[src/hdl/ccfrp_pkg.sv]
// Shared constants, types and the CRC byte step for the frame parser.
package ccfrp_pkg;

  localparam int FRAME_BYTES  = 10;
  localparam int WIN_AW       = $clog2(FRAME_BYTES);
  localparam int CNT_W_DEF    = 32;
  localparam int OUT_CNT_W    = 32;
  localparam int IN_DEPTH_DEF = 4;

  localparam logic [15:0] CRC_POLY  = 16'h1021;
  localparam logic [15:0] CRC_TOP   = 16'h8000;
  localparam logic [7:0]  THR_RESET = 8'd16;

  // Head of the input queue as seen by the back end.
  typedef struct packed {
    logic       avail;
    logic [7:0] rx_byte;
  } in_word_t;

  // CRC-16/XMODEM, one byte: eight shift/xor steps, MSB first.
  function automatic logic [15:0] crc_byte(input logic [15:0] c, input logic [7:0] d);
    logic [15:0] x;
    x = c ^ {d, 8'h00};
    for (int b = 0; b < 8; b++) begin
      if ((x & CRC_TOP) != 16'h0000) begin
        x = (x << 1) ^ CRC_POLY;
      end else begin
        x = x << 1;
      end
    end
    return x;
  endfunction

endpackage

[src/hdl/ccfrp_front.sv]
// Front end: input byte queue between the push/full port and the frame engine.
module ccfrp_front #(
  parameter int DEPTH = ccfrp_pkg::IN_DEPTH_DEF
) (
  input  logic               clk,
  input  logic               rst_n,
  input  logic               in_push,
  output logic               in_full,
  input  logic [7:0]         in_rx_byte,
  output ccfrp_pkg::in_word_t head,
  input  logic               head_pop
);
  import ccfrp_pkg::*;

  localparam int AW = $clog2(DEPTH);

  logic [7:0]    mem_r [DEPTH];
  logic [AW-1:0] wr_ptr_r;
  logic [AW-1:0] rd_ptr_r;
  logic [AW:0]   cnt_r;
  logic          wr_en;
  logic          rd_en;

  assign in_full      = (cnt_r == (AW+1)'(DEPTH));
  assign wr_en        = in_push & ~in_full;
  assign rd_en        = head_pop & head.avail;
  assign head.avail   = (cnt_r != '0);
  assign head.rx_byte = mem_r[rd_ptr_r];

  always_ff @(posedge clk) begin
    if (!rst_n) begin
      wr_ptr_r <= '0;
      rd_ptr_r <= '0;
      cnt_r    <= '0;
    end else begin
      if (wr_en) begin
        mem_r[wr_ptr_r] <= in_rx_byte;
        wr_ptr_r        <= wr_ptr_r + 1'b1;
      end
      if (rd_en) begin
        rd_ptr_r <= rd_ptr_r + 1'b1;
      end
      case ({wr_en, rd_en})
        2'b10:   cnt_r <= cnt_r + 1'b1;
        2'b01:   cnt_r <= cnt_r - 1'b1;
        default: cnt_r <= cnt_r;
      endcase
    end
  end

endmodule

[src/hdl/ccfrp_back.sv]
// Back end: 10-byte window, serial CRC check, frame decision, counters, result register.
module ccfrp_back #(
  parameter int COUNT_WIDTH = ccfrp_pkg::CNT_W_DEF
) (
  input  logic                  clk,
  input  logic                  rst_n,
  input  ccfrp_pkg::in_word_t   head,
  output logic                  head_pop,
  input  logic                  cfg_valid,
  input  logic [7:0]            cfg_resync_threshold,
  output logic                  out_empty,
  input  logic                  out_pop,
  output logic                  out_frame_valid,
  output logic signed [14:0]    out_tag,
  output logic signed [15:0]    out_channel_one,
  output logic signed [15:0]    out_channel_two,
  output logic signed [15:0]    out_channel_three,
  output logic [15:0]           out_crc_word,
  output logic [ccfrp_pkg::OUT_CNT_W-1:0] out_accepted_count,
  output logic [ccfrp_pkg::OUT_CNT_W-1:0] out_crc_error_count,
  output logic [ccfrp_pkg::OUT_CNT_W-1:0] out_resync_total
);
  import ccfrp_pkg::*;

  typedef enum logic [1:0] {S_IDLE, S_CRC, S_DECIDE, S_EMIT} state_t;

  state_t                  state_r;
  logic [7:0]              win_r [FRAME_BYTES];
  logic [WIN_AW-1:0]       fill_r;
  logic [WIN_AW-1:0]       idx_r;
  logic [15:0]             crc_r;
  logic [7:0]              streak_r;
  logic [7:0]              streak_nxt;
  logic [7:0]              thr_r;
  logic                    ok_r;
  logic                    out_full_r;
  logic                    emit_load;
  logic [COUNT_WIDTH-1:0]  frames_r;
  logic [COUNT_WIDTH-1:0]  fails_r;
  logic [COUNT_WIDTH-1:0]  slides_r;

  // saturating streak step on a CRC failure
  assign streak_nxt = (streak_r != 8'hFF) ? streak_r + 8'd1 : streak_r;
  assign head_pop   = (state_r == S_IDLE) & head.avail;
  assign out_empty  = ~out_full_r;
  // result register takes a new word when empty or being popped this cycle
  assign emit_load  = (state_r == S_EMIT) & (~out_full_r | out_pop);

  always_ff @(posedge clk) begin
    if (!rst_n) begin
      state_r    <= S_IDLE;
      fill_r     <= '0;
      idx_r      <= '0;
      crc_r      <= '0;
      streak_r   <= '0;
      thr_r      <= THR_RESET;
      ok_r       <= 1'b0;
      out_full_r <= 1'b0;
      frames_r   <= '0;
      fails_r    <= '0;
      slides_r   <= '0;
    end else begin
      if (cfg_valid) begin
        thr_r <= cfg_resync_threshold;
      end
      if (emit_load) begin
        out_full_r <= 1'b1;
      end else if (out_pop && out_full_r) begin
        out_full_r <= 1'b0;
      end
      case (state_r)
        S_IDLE: begin
          if (head.avail) begin
            win_r[fill_r] <= head.rx_byte;
            fill_r        <= fill_r + 1'b1;
            idx_r         <= '0;
            crc_r         <= '0;
            ok_r          <= 1'b0;
            if (fill_r == WIN_AW'(FRAME_BYTES - 1)) begin
              state_r <= S_CRC;
            end else begin
              state_r <= S_EMIT;
            end
          end
        end
        S_CRC: begin
          crc_r <= crc_byte(crc_r, win_r[idx_r]);
          idx_r <= idx_r + 1'b1;
          if (idx_r == WIN_AW'(FRAME_BYTES - 1)) begin
            state_r <= S_DECIDE;
          end
        end
        S_DECIDE: begin
          state_r <= S_EMIT;
          if (!win_r[0][0] || (crc_r != 16'h0000 && streak_nxt >= thr_r)) begin
            // slide by one byte
            for (int i = 0; i < FRAME_BYTES - 1; i++) begin
              win_r[i] <= win_r[i+1];
            end
            fill_r   <= WIN_AW'(FRAME_BYTES - 1);
            streak_r <= '0;
            slides_r <= slides_r + 1'b1;
            if (win_r[0][0]) begin
              fails_r <= fails_r + 1'b1;
            end
          end else if (crc_r == 16'h0000) begin
            ok_r     <= 1'b1;
            fill_r   <= '0;
            streak_r <= '0;
            frames_r <= frames_r + 1'b1;
          end else begin
            fill_r   <= '0;
            streak_r <= streak_nxt;
            fails_r  <= fails_r + 1'b1;
          end
        end
        S_EMIT: begin
          if (emit_load) begin
            out_frame_valid     <= ok_r;
            out_tag             <= ok_r ? signed'({win_r[1], win_r[0][7:1]}) : '0;
            out_channel_one     <= ok_r ? signed'({win_r[3], win_r[2]}) : '0;
            out_channel_two     <= ok_r ? signed'({win_r[5], win_r[4]}) : '0;
            out_channel_three   <= ok_r ? signed'({win_r[7], win_r[6]}) : '0;
            out_crc_word        <= ok_r ? {win_r[8], win_r[9]} : 16'h0000;
            out_accepted_count  <= OUT_CNT_W'(frames_r);
            out_crc_error_count <= OUT_CNT_W'(fails_r);
            out_resync_total    <= OUT_CNT_W'(slides_r);
            state_r             <= S_IDLE;
          end
        end
        default: state_r <= S_IDLE;
      endcase
    end
  end

endmodule

[src/hdl/crc_checked_frame_resync_parser.sv]
// Top level: CRC-16/XMODEM checked frame parser with byte resynchronisation.
//
// Input channel: one received byte per word on in_rx_byte, taken when in_push
// is high and in_full is low. A small byte queue (IN_DEPTH words) sits in front
// of the frame engine, so bytes are taken while the engine works or waits.
// Result channel: exactly one result word per input byte, in order; the
// oldest sits on the out_ ports while out_empty is low and leaves on out_pop.
// Config channel: cfg_resync_threshold is written when cfg_valid is high;
// cfg_ready is always high. Write only while the block is idle.
// Path: a byte that does not fill the window is taken from the queue head in the
// idle step and written to the result register in the emit step.
// A byte that completes the 10-byte window runs the serial CRC unit, one
// window byte per cycle, then the decide step, before the emit step.
// The engine takes the next byte only after the last one's result is written.
// Reset (rst_n low, synchronous): queue and window empty, counters and
// failure streak zero, threshold 16, no result waiting.
// A stalled receiver holds the result register; the engine waits in its emit
// step and the input queue keeps filling until in_full rises.
module crc_checked_frame_resync_parser #(
  parameter int COUNT_WIDTH = ccfrp_pkg::CNT_W_DEF,
  parameter int IN_DEPTH    = ccfrp_pkg::IN_DEPTH_DEF
) (
  input  logic                  clk,
  input  logic                  rst_n,
  // input byte channel
  input  logic                  in_push,
  output logic                  in_full,
  input  logic [7:0]            in_rx_byte,
  // config channel
  input  logic                  cfg_valid,
  output logic                  cfg_ready,
  input  logic [7:0]            cfg_resync_threshold,
  // result channel
  output logic                  out_empty,
  input  logic                  out_pop,
  output logic                  out_frame_valid,
  output logic signed [14:0]    out_tag,
  output logic signed [15:0]    out_channel_one,
  output logic signed [15:0]    out_channel_two,
  output logic signed [15:0]    out_channel_three,
  output logic [15:0]           out_crc_word,
  output logic [ccfrp_pkg::OUT_CNT_W-1:0] out_accepted_count,
  output logic [ccfrp_pkg::OUT_CNT_W-1:0] out_crc_error_count,
  output logic [ccfrp_pkg::OUT_CNT_W-1:0] out_resync_total
);
  import ccfrp_pkg::*;

  in_word_t head;
  logic     head_pop;

  // threshold register accepts a write on any cycle
  assign cfg_ready = 1'b1;

  ccfrp_front #(
    .DEPTH (IN_DEPTH)
  ) u_front (
    .clk        (clk),
    .rst_n      (rst_n),
    .in_push    (in_push),
    .in_full    (in_full),
    .in_rx_byte (in_rx_byte),
    .head       (head),
    .head_pop   (head_pop)
  );

  ccfrp_back #(
    .COUNT_WIDTH (COUNT_WIDTH)
  ) u_back (
    .clk                  (clk),
    .rst_n                (rst_n),
    .head                 (head),
    .head_pop             (head_pop),
    .cfg_valid            (cfg_valid & cfg_ready),
    .cfg_resync_threshold (cfg_resync_threshold),
    .out_empty            (out_empty),
    .out_pop              (out_pop),
    .out_frame_valid      (out_frame_valid),
    .out_tag              (out_tag),
    .out_channel_one      (out_channel_one),
    .out_channel_two      (out_channel_two),
    .out_channel_three    (out_channel_three),
    .out_crc_word         (out_crc_word),
    .out_accepted_count   (out_accepted_count),
    .out_crc_error_count  (out_crc_error_count),
    .out_resync_total     (out_resync_total)
  );

endmodule

[config.mk]
export PLATFORM = sky130hd
export DESIGN_NAME = crc_checked_frame_resync_parser
export DESIGN_NICKNAME = d
export VERILOG_FILES = /design/src/hdl/ccfrp_pkg.sv /design/src/hdl/ccfrp_front.sv /design/src/hdl/ccfrp_back.sv /design/src/hdl/crc_checked_frame_resync_parser.sv
export SDC_FILE = /design/constraint.sdc
export NUM_CORES = 1
export LEC_CHECK = 0
export CAP_MARGIN = 20
export CORE_ASPECT_RATIO = 1.5
export CORE_MARGIN = 2
export CORE_UTILIZATION = 35
export DETAILED_ROUTE_END_ITERATION = 12
export DONT_BUFFER_PORTS = 1
export PLACE_DENSITY_LB_ADDON = 0.12
export SYNTH_ARGS = -nofsm -noshare
export SYNTH_HDL_FRONTEND = slang
export SYNTH_SLANG_ARGS = --single-unit
[constraint.sdc]
create_clock -name clk -period 22.7 [get_ports clk]
set_clock_uncertainty 0.2 [all_clocks]
set_input_delay 4.54 -clock clk [delete_from_list [all_inputs] [get_ports clk]]
set_output_delay 4.54 -clock clk [all_outputs]
set_load 0.01 [all_outputs]
# After elaboration in Yosys (flattened, before gate mapping)
# Memories as Yosys holds them, arrays and structs flattened. A register that Yosys moved wholly into a read port is not among the register bits.
# Cells that the tools add are included.
# totals
memories	2
regBits	323
inputBits	21
word_cells	155
ramBits	112
# mem_list
memory	depth	width	read_ports	rd_ports_with_merged_regs	write_ports	line_no	text
u_back.win_r	10	8	11	1	9	ccfrp_back.sv:28	logic [7:0] win_r [FRAME_BYTES];
u_front.mem_r	4	8	1	1	1	ccfrp_front.sv:17	logic [7:0] mem_r [DEPTH];
# op_classes
n_mux	65
add_sub_neg	10
n_eq_ne	16
magnitude_cmp	1
n_bitwise	17
reduce_logical	21
# op_table
cell	n
2-to-1 mux 16 bit	15
2-to-1 mux 13 bit	8
adder 32 x 1 -> 32 bit (second input constant)	3
2-to-1 mux 32 bit	3
2-to-1 mux 8 bit	4
one-hot mux 16 bit (2 select lines)	1
2-to-1 mux 4 bit	6
inverter 3 bit	8
2-to-1 mux 1 bit	17
zero test 16 bit	1
one-hot mux 4 bit (2 select lines)	2
nonzero test 16 bit	1
XOR 16 bit	1
2-to-1 mux 2 bit	6
AND reduction 3 bit	4
inequality test 2 x 1 -> 1 bit (second input constant)	5
adder 4 x 1 -> 4 bit (second input constant)	2
adder 8 x 1 -> 8 bit (second input constant)	1
== test 4 bit (second input constant)	2
>= comparator 8 bit	1
inequality test 8 bit (second input constant)	1
one-hot mux 2 bit (4 select lines)	1
nonzero test 2 bit	4
OR reduction 8 bit	1
other kinds (19)	32

# Logic depth before layout (Yosys ltp)
# depth
depth_word	32
ltp_mapped	14
depth_no_buf	12

# Modules after synthesis
# Synthesis repeated with hierarchy kept, for this count alone.
# unflattened
cells_unflattened	1534
hier_area_um2	20379.5
# modules_own_cells
mod	n_inst	cells_each	area_each_um2
ccfrp_back	1	1438	18711.7
ccfrp_front	1	94	1656.6
crc_checked_frame_resync_parser	1	2	11.3

# Worst setup path before layout
# OpenSTA, ideal clock, no wires.
# synth_timing
path_type	input-to-reg
from	input rst_n
to	register u_back.out_accepted_count[0] (netlist bit) (enable)
path_slack_ns	9.054
n_path_buf	3
setup_time_ns	0.714
stages	5
required_ns	21.786
arrival_time_ns	12.732
cell_sequence	clkbuf_1 clkbuf_1 clkbuf_1 nand2_1 nor2_1
# synth_via
elab_chain_len	1
# synth_lines
item	line_no	text
from (decl)	crc_checked_frame_resync_parser.sv:24	input logic rst_n,
AND reduction 3 bit (no source line)	--	
to (signal assigned)	ccfrp_back.sv:125	out_accepted_count <= OUT_CNT_W'(frames_r);
to (decl)	ccfrp_back.sv:19	output logic [ccfrp_pkg::OUT_CNT_W-1:0] out_accepted_count,
# No other way between the ends.
# A chain may end at the register's enable or synchronous reset.

==> results.md <==
GRT:
- The initial antenna violation count is 1.
- Entering global routing, the biggest net connects 177 pins.
- The global-route wire length before repair is 74.1 mm.
- The via count of the first global-routing pass was 11.7k.
- The global-route usage over all layers is 16.5%.
- For this run the aggregate overflow at the end of global routing stands at 0.

Timing:
- Static timing analysis puts the maximum clock frequency at 164 MHz.
- The measured slew at the worst slew-check pin is 1.14 ns.
- Setup violations remaining at the end of the flow were counted as 0.
- The final hold violation count is 0.
- The worst pin sits at a relative slew slack of 23.7%.
- The number of slew-limit violations in the final report is 0.
- Adding up every negative setup slack in the final design gives 0 ns.
- The final critical path takes up 26.9% of the cycle.
- The final critical delay including setup and external delays is 6.11 ns.
- Setup repair after global routing left no endpoint under its margin.

Logic synthesis:
- The number of nets produced by synthesis is 1534.
- Sequential cells were found to cover 65.5% of the synthesized design area.
- Summed over all instances, the cell type with the most area after synthesis is edfxtp_1.
- The arithmetic-cell share of the synthesized area counting full adders, half adders and majority gates is 1.84%.
- Of the post-synthesis cell area, the dominant cell type holds 50.2%.
- The share of cell area taken by muxes after synthesis is 7.02%.
- Of the total synthesized cell area, the portion taken by AND, OR, NAND and NOR gates is 12.2%.
- Counting every instance in the synthesized netlist gives 1484.
- Yosys printed 0 warnings.
- The main combinational cell family by area after synthesis is simple AND/OR/NAND/NOR gates.
- After synthesis, the share of flip-flops with an asynchronous set or reset is 0%.
- Yosys mapped a number of flops with a built-in enable equal to 336.
- The synthesized netlist devotes 6.71% of its cell area to compound gates.
- The synthesis-stage register bit count is 489.
- The average instance in the mapped netlist occupies 13.5 um^2.
- The synthesized netlist devotes 4.38% of its cell area to XOR and XNOR gates.
- Yosys attributes the largest share of cell area to edfxtp_1, dfxtp_1, mux4_2.
- The most instantiated flip-flop cell in the synthesis netlist is edfxtp_1.
- The mapped cell area is 20100 um^2.
- After synthesis, the netlist uses 65 different library cells.

Layout:
- The growth of design area from synthesis to finish is 11.7%.
- At the end of the flow, the number of nets in the layout was 1531.
- The top cell types in the final layout, fill and taps aside, are edfxtp_1, dfxtp_1, nor2_1.
- The repair_antennas step left the layout with diodes totalling 0.
- Counting the fill cells in the layout gives 5437.
- The library cell used most frequently in the layout, excluding fill and tap cells, is edfxtp_1.
- The share of layout cells above drive strength 1 is 10.3%.

Critical path:
- On the critical path the largest part of the delay comes from buffers and inverters.
- The worst stage delay on the critical path is 0.67 ns.
- STA puts the critical path data required time at 22.83 ns.
- The endpoint type of the worst setup path is a register.
- The number of buffers and inverters on the critical path is 2.
- The critical path launch point is rst_n.
- The slowest library cell on the worst path is buf_4.
- Data on the critical path arrives at its endpoint at 6.24 ns.
- The worst register-to-register path begins at u_back.streak_r[0].
- Of all nets on the critical path, the largest fanout is 80.
- The worst setup path is launched from an input pin.
- The worst setup path is of the input pin to register kind.
- Walking the worst path, the cells encountered are inv_4 -> a211oi_4 -> buf_4 -> nor2b_1 -> a21o_1.

Die:
- The floorplan step defined a die boundary enclosing 59400 um^2.
- In this run the vertical extent of the chip is 297 um.
- Pin placement for this block handled 200 I/O pins.
- The floorplan has 107 rows.
- The die is 200 um wide.
- The initial cell density of the core is 35.4%.
- The floorplan core area is 56800 um^2.

CTS:
- After clock tree synthesis, the flow added hold-fix buffers numbering 0.
- The cell at the root of the clock tree is clkbuf_16.
- Buffers inserted during clock tree synthesis total 48.
- Gates resized during post-CTS repair numbered 0.
- The post-CTS setup buffer count is 0.
- The clock drives 489 sinks.
- The number of buffers between clock root and the deepest sink is 3.
- The clock tree from TritonCTS is done.
- The clock reaches the later pin of the worst-skew pair after 0.59 ns.
- After clock tree synthesis, the clock-pin slew on the worst setup and hold paths is 0.06 ns.
- The H-tree level count is 2.

Drt:
- The first-pass iteration count of the detailed router is 5.
- Dividing the detail-routed via count by the number of cells gives 4.99.
- The number of DRC markers after the initial detailed-route iteration is 486.
- After detailed routing, the average wire length per cell comes to 21.1 um.
- In the detailed route, the total length drawn on met2 is 24.6 mm.
- Detailed routing inserted a total of 11.4k vias.
- The count of nets left with antenna violations once routing finished came out at 0.
- Wire segments on met3 add up to 2.74 mm in the final route.
- The routed metal-1 wire length is 19.0 mm.
- In the routed design, unresolved DRC markers number 0.
- The routed design has 48.2 mm of wire.
- The highest routed metal layer is met5.

Pwr:
- The leakage power is 7.68 nW.
- The completed layout was analyzed and its total power is 2.42 mW.
- The worst-case IR drop observed on VDD is 53.2 uV.
- For this design the ratio of total power to cell area is 108 nW/um^2.

Hold path:
- The worst hold path startpoint is u_back.slides_r[31].
- The path class of the tightest hold or removal check is register to register.

Run:
- The number of max-cap violations is 0.

Outcome:
- The flow ran to the end, and the final reports show no timing, DRC or antenna violations.

Placement:
- The estimated wirelength of the detail-placed design is 32.1 mm.
- At the end of routability-driven placement, the weighted congestion stood at 0.790.
- The number of buffers inserted by port buffering is 0.
[power by group]
part | switching [mW] | total [mW] | internal, mW
combinational | 0.290 | 0.494 | 0.204
clock | 0.344 | 0.777 | 0.434
sequential | 0.0752 | 1.15 | 1.07
[sequential cells by signal (all words and copies together), names as in the netlist, 2 cells and up, named ones only]
register	count
u_front.cnt_r	3
u_back.out_crc_word	16
u_back.streak_r	8
u_back.win_r	128
u_back.out_tag	15
u_back.state_r	2
u_back.slides_r	32
u_back.fails_r	32
u_back.out_channel_three	16
u_back.out_channel_two	16
u_front.mem_r	32
u_back.fill_r	4
u_back.idx_r	4
u_front.wr_ptr_r	2
u_back.thr_r	8
u_back.crc_r	16
u_back.out_accepted_count	32
u_back.out_crc_error_count	32
u_back.frames_r	32
u_front.rd_ptr_r	2
u_back.out_channel_one	16
u_back.out_resync_total	32
[per-stage QoR]
stage               worst slack, ns  cell area [um^2]  std cells  hold slack, ns  utilization, %
finish                        16.59             22400       2282           0.251            39.5
detailed placement            16.00             20900       2193           0.249            36.8
CTS                           16.56             22400       2281           0.252            39.5
global placement              16.06             20900       2192           0.235            36.8
floorplan                      9.05             20100       1484           0.208               -
global route                  16.44             22400       2282           0.260            39.5
[layout make-up]
type / instances / area, um^2 / area share (%)
clock buffers: 63 / 1280 / 5.69
clock inverters: 25 / 241 / 1.08
inverters: 36 / 138 / 0.613
multi-input cells: 886 / 6500 / 29.0
flip-flops and latches: 489 / 13200 / 58.6
well taps: 763 / 955 / 4.25
repair buffers: 20 / 175 / 0.781
[synth_stat cells, types with 9 or more instances]
cell type,number
edfxtp_1,336
dfxtp_1,153
nor2_1,120
and2_1,100
a21o_1,76
nand2_1,72
xnor2_1,60
mux2i_1,53
nand3_1,45
clkbuf_1,43
mux4_2,37
a21oi_1,35
inv_1,35
xor2_1,35
o21ai_0,33
ha_1,28
nand4_1,25
and3_1,22
or3_1,17
buf_2,16
nand2b_1,14
and4_1,12
nor2b_1,10
a22oi_1,9
buf_1,9
[per-layer routing]
metal | vias to the layer above | global-route usage (%)
met2 | 264 | 29.0
met3 | 73 | 4.63
li1 | 5387 | -
met5 | - | 0
met1 | 5654 | 18.8
met4 | 2 | 6.56
[worst reg2reg max path, stage by stage (launching register included)]
cell     delay [ns]
dfxtp_1        0.40
ha_1           0.26
and3_1         0.22
nand3_1        0.27
nand4_1        0.23
xnor2_1        0.13
ha_1           0.29
and3_1         0.19
nand3_1        0.09
o211a_1        0.50
a21oi_1        0.65
nand2_1        0.33
o21ai_1        0.45
buf_4          0.28
[worst paths after layout]
| kind | endpoint | slack [ns] | cells after the start |
|---|---|---|---|
| setup / recovery | u_back.win_r[0][1] | 16.59 | 5 |
| hold / removal | u_back.out_resync_total[31] | 0.25 | 0 |
| setup reg to reg | u_back.win_r[7][1] | 17.91 | 13 |
| hold reg to reg | u_back.out_resync_total[31] | 0.25 | 0 |
[cells by family (layout without fill, tap and decap cells)]
family / count (synthesis) / count (layout)
flip-flops: 489 / 489
AND/OR/NAND/NOR: 464 / 464
AO/OA/AOI/OAI: 200 / 200
buffers and inverters: 109 / 144
XOR/XNOR: 98 / 98
multiplexers: 94 / 94
adder cells (fa/ha/maj): 29 / 29
other: 1 / 1
Note: power is estimated with default switching activity, not from simulation.
